===== src/hrxd_pkg.sv =====
// ----------------------------------------------------------------------------
// hrxd_pkg
// Shared types and constants of the Huffman, run-length and line-XOR picture
// decoder.
// ----------------------------------------------------------------------------
package hrxd_pkg;

    localparam int TREE_BYTES = 256;
    localparam int GROUP_BITS = 64;
    localparam int COUNT_W    = 5;
    localparam int LW_W       = 11;

    localparam logic [7:0] TERMINAL_MIN = 8'd128;
    localparam logic [7:0] COLOR_LIMIT  = 8'd16;
    localparam logic [7:0] RUN_BIAS     = 8'd15;

    localparam logic [1:0] KIND_TREE  = 2'd0;
    localparam logic [1:0] KIND_START = 2'd1;
    localparam logic [1:0] KIND_DATA  = 2'd2;

    typedef enum logic [1:0] {
        OP_TREE,
        OP_START,
        OP_DATA
    } op_t;

    typedef struct packed {
        op_t         op;
        logic [7:0]  byte_a;
        logic [7:0]  byte_b;
        logic [15:0] count;
        logic        last;
    } entry_t;

    typedef enum logic [2:0] {
        S_IDLE,
        S_TREQ,
        S_TRESP,
        S_BITNEXT,
        S_PREAD,
        S_PWRITE,
        S_SYMEND,
        S_FINISH
    } state_t;

endpackage


===== src/hrxd_front.sv =====
// ----------------------------------------------------------------------------
// hrxd_front
// Accepts input transfers, classifies them by kind and queues them for the
// decoding engine. Unknown kinds are accepted and dropped.
// ----------------------------------------------------------------------------
module hrxd_front (
    input  logic               clk,
    input  logic               rst_n,
    input  logic               in_valid,
    output logic               in_stall,
    input  logic [1:0]         kind,
    input  logic [7:0]         tree_index,
    input  logic [7:0]         tree_value,
    input  logic [15:0]        symbol_count,
    input  logic [7:0]         data_byte,
    input  logic               last_byte,
    output logic               q_valid,
    output hrxd_pkg::entry_t   q_entry,
    input  logic               q_pop
);

    localparam int QD = 4;
    localparam int QA = $clog2(QD);

    hrxd_pkg::entry_t q_mem_reg [QD];
    logic [QA-1:0]    wr_ptr_reg;
    logic [QA-1:0]    rd_ptr_reg;
    logic [QA:0]      cnt_reg;
    logic             push;
    logic             pop;
    hrxd_pkg::entry_t new_entry;

    assign in_stall = (cnt_reg == (QA+1)'(QD));
    assign q_valid  = (cnt_reg != '0);
    assign q_entry  = q_mem_reg[rd_ptr_reg];
    assign pop      = q_pop && q_valid;

    always_comb
    begin
        new_entry.op     = hrxd_pkg::OP_DATA;
        new_entry.byte_a = tree_index;
        new_entry.byte_b = data_byte;
        new_entry.count  = symbol_count;
        new_entry.last   = last_byte;
        push             = 1'b0;
        unique case (kind)
            hrxd_pkg::KIND_TREE:
            begin
                new_entry.op     = hrxd_pkg::OP_TREE;
                new_entry.byte_b = tree_value;
                push             = in_valid && !in_stall;
            end
            hrxd_pkg::KIND_START:
            begin
                new_entry.op = hrxd_pkg::OP_START;
                push         = in_valid && !in_stall;
            end
            hrxd_pkg::KIND_DATA:
            begin
                push = in_valid && !in_stall;
            end
            default:
            begin
                push = 1'b0;
            end
        endcase
    end

    always_ff @(posedge clk)
    begin
        if (push)
        begin
            q_mem_reg[wr_ptr_reg] <= new_entry;
        end
    end

    always_ff @(posedge clk or negedge rst_n)
    begin
        if (!rst_n)
        begin
            wr_ptr_reg <= '0;
            rd_ptr_reg <= '0;
            cnt_reg    <= '0;
        end
        else
        begin
            if (push)
            begin
                wr_ptr_reg <= wr_ptr_reg + QA'(1);
            end
            if (pop)
            begin
                rd_ptr_reg <= rd_ptr_reg + QA'(1);
            end
            if (push && !pop)
            begin
                cnt_reg <= cnt_reg + (QA+1)'(1);
            end
            else if (pop && !push)
            begin
                cnt_reg <= cnt_reg - (QA+1)'(1);
            end
        end
    end

endmodule


===== config.mk =====
export PLATFORM = sky130hd
export DESIGN_NAME = hrxd_front
export DESIGN_NICKNAME = d
export VERILOG_FILES = /design/src/hrxd_pkg.sv /design/src/hrxd_front.sv
export SDC_FILE = /design/constraint.sdc
export NUM_CORES = 1
export LEC_CHECK = 0
export BUFFER_PORTS_ARGS = -buffer_cell sky130_fd_sc_hd__clkbuf_2
export CAP_MARGIN = 20
export CORE_MARGIN = 3
export CORE_UTILIZATION = 51
export DETAILED_ROUTE_END_ITERATION = 6
export PLACE_DENSITY = 0.74
export SETUP_SLACK_MARGIN = 0.3
export SYNTH_ARGS = -nofsm -noshare
export SYNTH_HDL_FRONTEND = slang
export SYNTH_SLANG_ARGS = --single-unit
export TNS_END_PERCENT = 20

===== constraint.sdc =====
create_clock -name clk -period 2.3 [get_ports clk]
set_clock_uncertainty 0.2 [all_clocks]
set_input_delay 0.115 -clock clk [delete_from_list [all_inputs] [get_ports clk]]
set_output_delay 0.115 -clock clk [all_outputs]
set_load 0.05 [all_outputs]

==> metrics.md <==
| Metric | Value |
|---|---|
| Status | finished clean |
| Initial antenna violation count | 0 |
| Die height | 111 um |
| Total power | between 10 and 15 mW |
| Number of port buffers | 83 |
| Final worst-path cycle share | between 90% and 100% |
| First-pass GRT wire length | around 18000 um |
| Starting Density | 53.5% |
| Skew-Pair Late Insertion Delay | between 500 and 600 ps |
| ANT cells | 0 |
| Int Pwr | about 7 mW |
| Drt initial violations | 188 |
| Final setup fails | 0 |
| I/O Pins | 84 |
| Clock sink total | approximately 150 |
| DP Area | between 6000 and 7000 um^2 |
| Seq/Total Area, Yosys | 77.6% |
| Startpoint Class | flop |
| Synthesized-area fraction occupied by and/or/nand/nor cells | under 10% |
| Final core occ | between 70% and 80% |
| Leakage | roughly 2.8 nW |
| Vias per inst | around 5.4 |
| Worst Hold Class | input pin to flop |
| Synth Area in Compound Gates | 0.355% |
| TritonRoute pass-1 iters | 4 |
| Aggregate global routing overflow | 0 |
| Antenna-violating nets left | 0 |
| Slowest CP cell | mux4_2 |
| CTS tree | yes |
| Crit path largest cell delay | 570 ps |
| Worst EP arrival | approximately 1900 ps |
| Setup repair bufs after CTS | 0 |
| Mean Syn Cell Area | between 20 and 25 um^2 |
| Total track usage | around 20% |
| Critical Path RT | roughly 2000 ps |
| Syn Std Cell Area | between 5000 and 6000 um^2 |
| Crit end category | primary output |
| Clock power share | 21.3% |
| Post-Synthesis Cells | about 230 |
| CTS Buf Count | 17 |
| Final setup TNS | 0 ps |
| Worst-margin pin slew | around 500 ps |
| Final min period | between 2000 and 2500 ps |
| Synth warn | 0 |
| Final hold violations | 0 |
| Fraction of power spent switching nets | about a third |
| Max reg flops | 140 |
| Syn_nets | between 200 and 300 |
| Dpl ws | around 85 ps |
| Unrepaired setup endpoints after global routing | true |
| Half-perimeter wire length after detailed placement | around 6300 um |
| Slew margin rel. | between 60% and 70% |
| Sw Pwr | between 3 and 4 mW |
| Layout cells sized above 1 | a little under half |
| GPL Wtd Cong | between 0.7 and 0.8 |
| Vias | 2853 |
| DR WL/cell | ~21 um |
| Area Growth Syn to Fin | 38.1% |
| # rows | 37 |
| Largest net degree at the start of global routing | 24 |
| Xor and xnor fraction of the mapped netlist area | less than 1% |
| Pins Over Slew Limit | 0 |
| Final WS setup | between 50 and 60 ps |
| Die X | approximately 110 um |
| Worst Setup Path Type | flop to primary output |
| Sequential fraction of design power | between 30% and 40% |
| Vias in the first global route | roughly 3200 |
| Netlist cell types | 23 |
| Adder-Cell Fraction of Synth Area | between 1 and 1.5% |
| Max H-tree Level | 4 |
| Comb power frac | between 40% and 50% |
| Max Clock Freq | 0.446 GHz |
| Final routed DRC violation total | 0 |
| Clk slew on worst S/H paths | about 60 ps |
| Synthesis-stage register bit count | 147 |
| Hold WS | roughly 140 ps |
| Routed WL | ~11000 um |
| Final Instance Area | 7800 um^2 |
| PwrDens | 1420 nW/um^2 |
| Dominant combinational cell family by area after synthesis | multiplexers |
| Mux cell area share after synthesis | 16.4% |
| Cell count after placement | roughly 450 |
| Worst path bufs/invs | 2 |
| Layout net count | 437 |
| Non-Filler Instances | roughly 530 |
| Max FO, Critical Path | 21 |
| Core ar. | ~11000 um^2 |
| Worst vdd ir | 0.000969 V |
| Crit path cell chain | buf_12 > mux4_2 > clkbuf_16 |
| Top delay family on crit path | multiplexers |
| Die area | between 10000 and 15000 um^2 |
| CTS max path bufs | 2 |
| Root Buffer | clkbuf_8 |
| MaxCap Viol Count | 0 |
==> synth_stat cells <==
master,instances,share of area (%)
mux4_2,28,11
mux4_1,7,3.3
xor2_1,2,0.31
clkbuf_1,1,0.066
nand2_1,1,0.066
nand3_1,1,0.089
nor2_1,1,0.066
nor2b_1,1,0.11
buf_12,3,1.1
mux2_2,10,2.0
xnor2_1,4,0.62
inv_1,4,0.27
nor2_2,1,0.11
buf_2,4,0.35
nor3b_4,1,0.33
or3_1,1,0.11
buf_6,1,0.20
and2_1,4,0.44
ha_1,5,1.1
a211oi_4,1,0.35
fa_1,1,0.35
edfxtp_1,140,74
dfrtp_1,7,3.1
==> kinds of logic (layout without fill, tap and decap cells) <==
kind of cell               Yosys count  after routing
buffers and inverters               13            179
adders and majority gates            6              6
DFF                                147            147
AOI/OAI and AO/OA                    1              1
xor gates and xnor gates             6              6
muxes                               45             45
and+or+nand+nor                     11             11
==> placed cells by master, fill, tap and decap left out, types with 2 or more instances in the layout <==
master and n:
edfxtp_1 140, and2_2 4, dfrtp_1 4, mux2_2 9, dfrtp_2 3, clkbuf_16 31
clkinv_2 3, clkinv_1 3, dlygate4sd3_1 47, inv_1 3, buf_12 4, buf_8 21
buf_4 8, clkbuf_2 47, clkbuf_1 5, xor2_1 2, mux4_2 35, ha_1 4
buf_6 2, xnor2_1 4
==> final timing paths <==
kind / start / endpoint / slack, ps / depth (start not counted)
worst max-delay path: rd_ptr_reg[0]$_DFFE_PN0P_ / q_entry[12] / 60 / 3
worst min-delay path: tree_index[0] / q_mem_reg[1][25]$_DFFE_PP_ / 140 / 2
worst max register to register: cnt_reg[0]$_DFFE_PN0P_ / cnt_reg[2]$_DFFE_PN0P_ / 150 / 8
worst min register to register: cnt_reg[2]$_DFFE_PN0P_ / cnt_reg[2]$_DFFE_PN0P_ / 310 / 1
max in group asynchronous: rst_n / rd_ptr_reg[0]$_DFFE_PN0P_ / 1260 / 3
min in group asynchronous: rst_n / cnt_reg[1]$_DFFE_PN0P_ / 360 / 3
==> per-layer routing <==
| layer | track usage, % | vias up | part of all wire, % |
|---|---|---|---|
| met1 | 24.4 | 1465 | 40 |
| met5 | 0 | - | 0 |
| met2 | 33.2 | 105 | 53 |
| met4 | 7.95 | 0 | 1.8 |
| met3 | 6.99 | 15 | 5.2 |
| li1 | - | 1268 | - |
==> final cells by class <==
type	instances	area (um^2)
flip-flops and latches	147	4380
fillers	603	2760
repair buffers	145	1570
multi-input cells	69	1170
clock buffers	22	433
well taps	136	170
clock inverters	8	63.8
inverters	4	15.0
==> power groups by stage <==
stage / clock (mW) / combinational (mW) / sequential (mW)
5_1_grt: 2.53 / 5.34 / 3.61
6_report: 2.35 / 5.12 / 3.58
4_1_cts: 2.39 / 4.95 / 3.57
3_3_place_gp: 0 / 3.73 / 3.58
3_5_place_dp: 0 / 3.77 / 3.62
2_1_floorplan: 0 / 2.97 / 3.58
==> repair_timing <==
action,in CTS,in global routing
resized for setup,97,26
endpoints found under the setup margin,38,60
hold buffers,47,0
pin swaps,7,8
endpoints found under the hold margin,154,0
No activity file was read; power rests on OpenSTA's default activity.
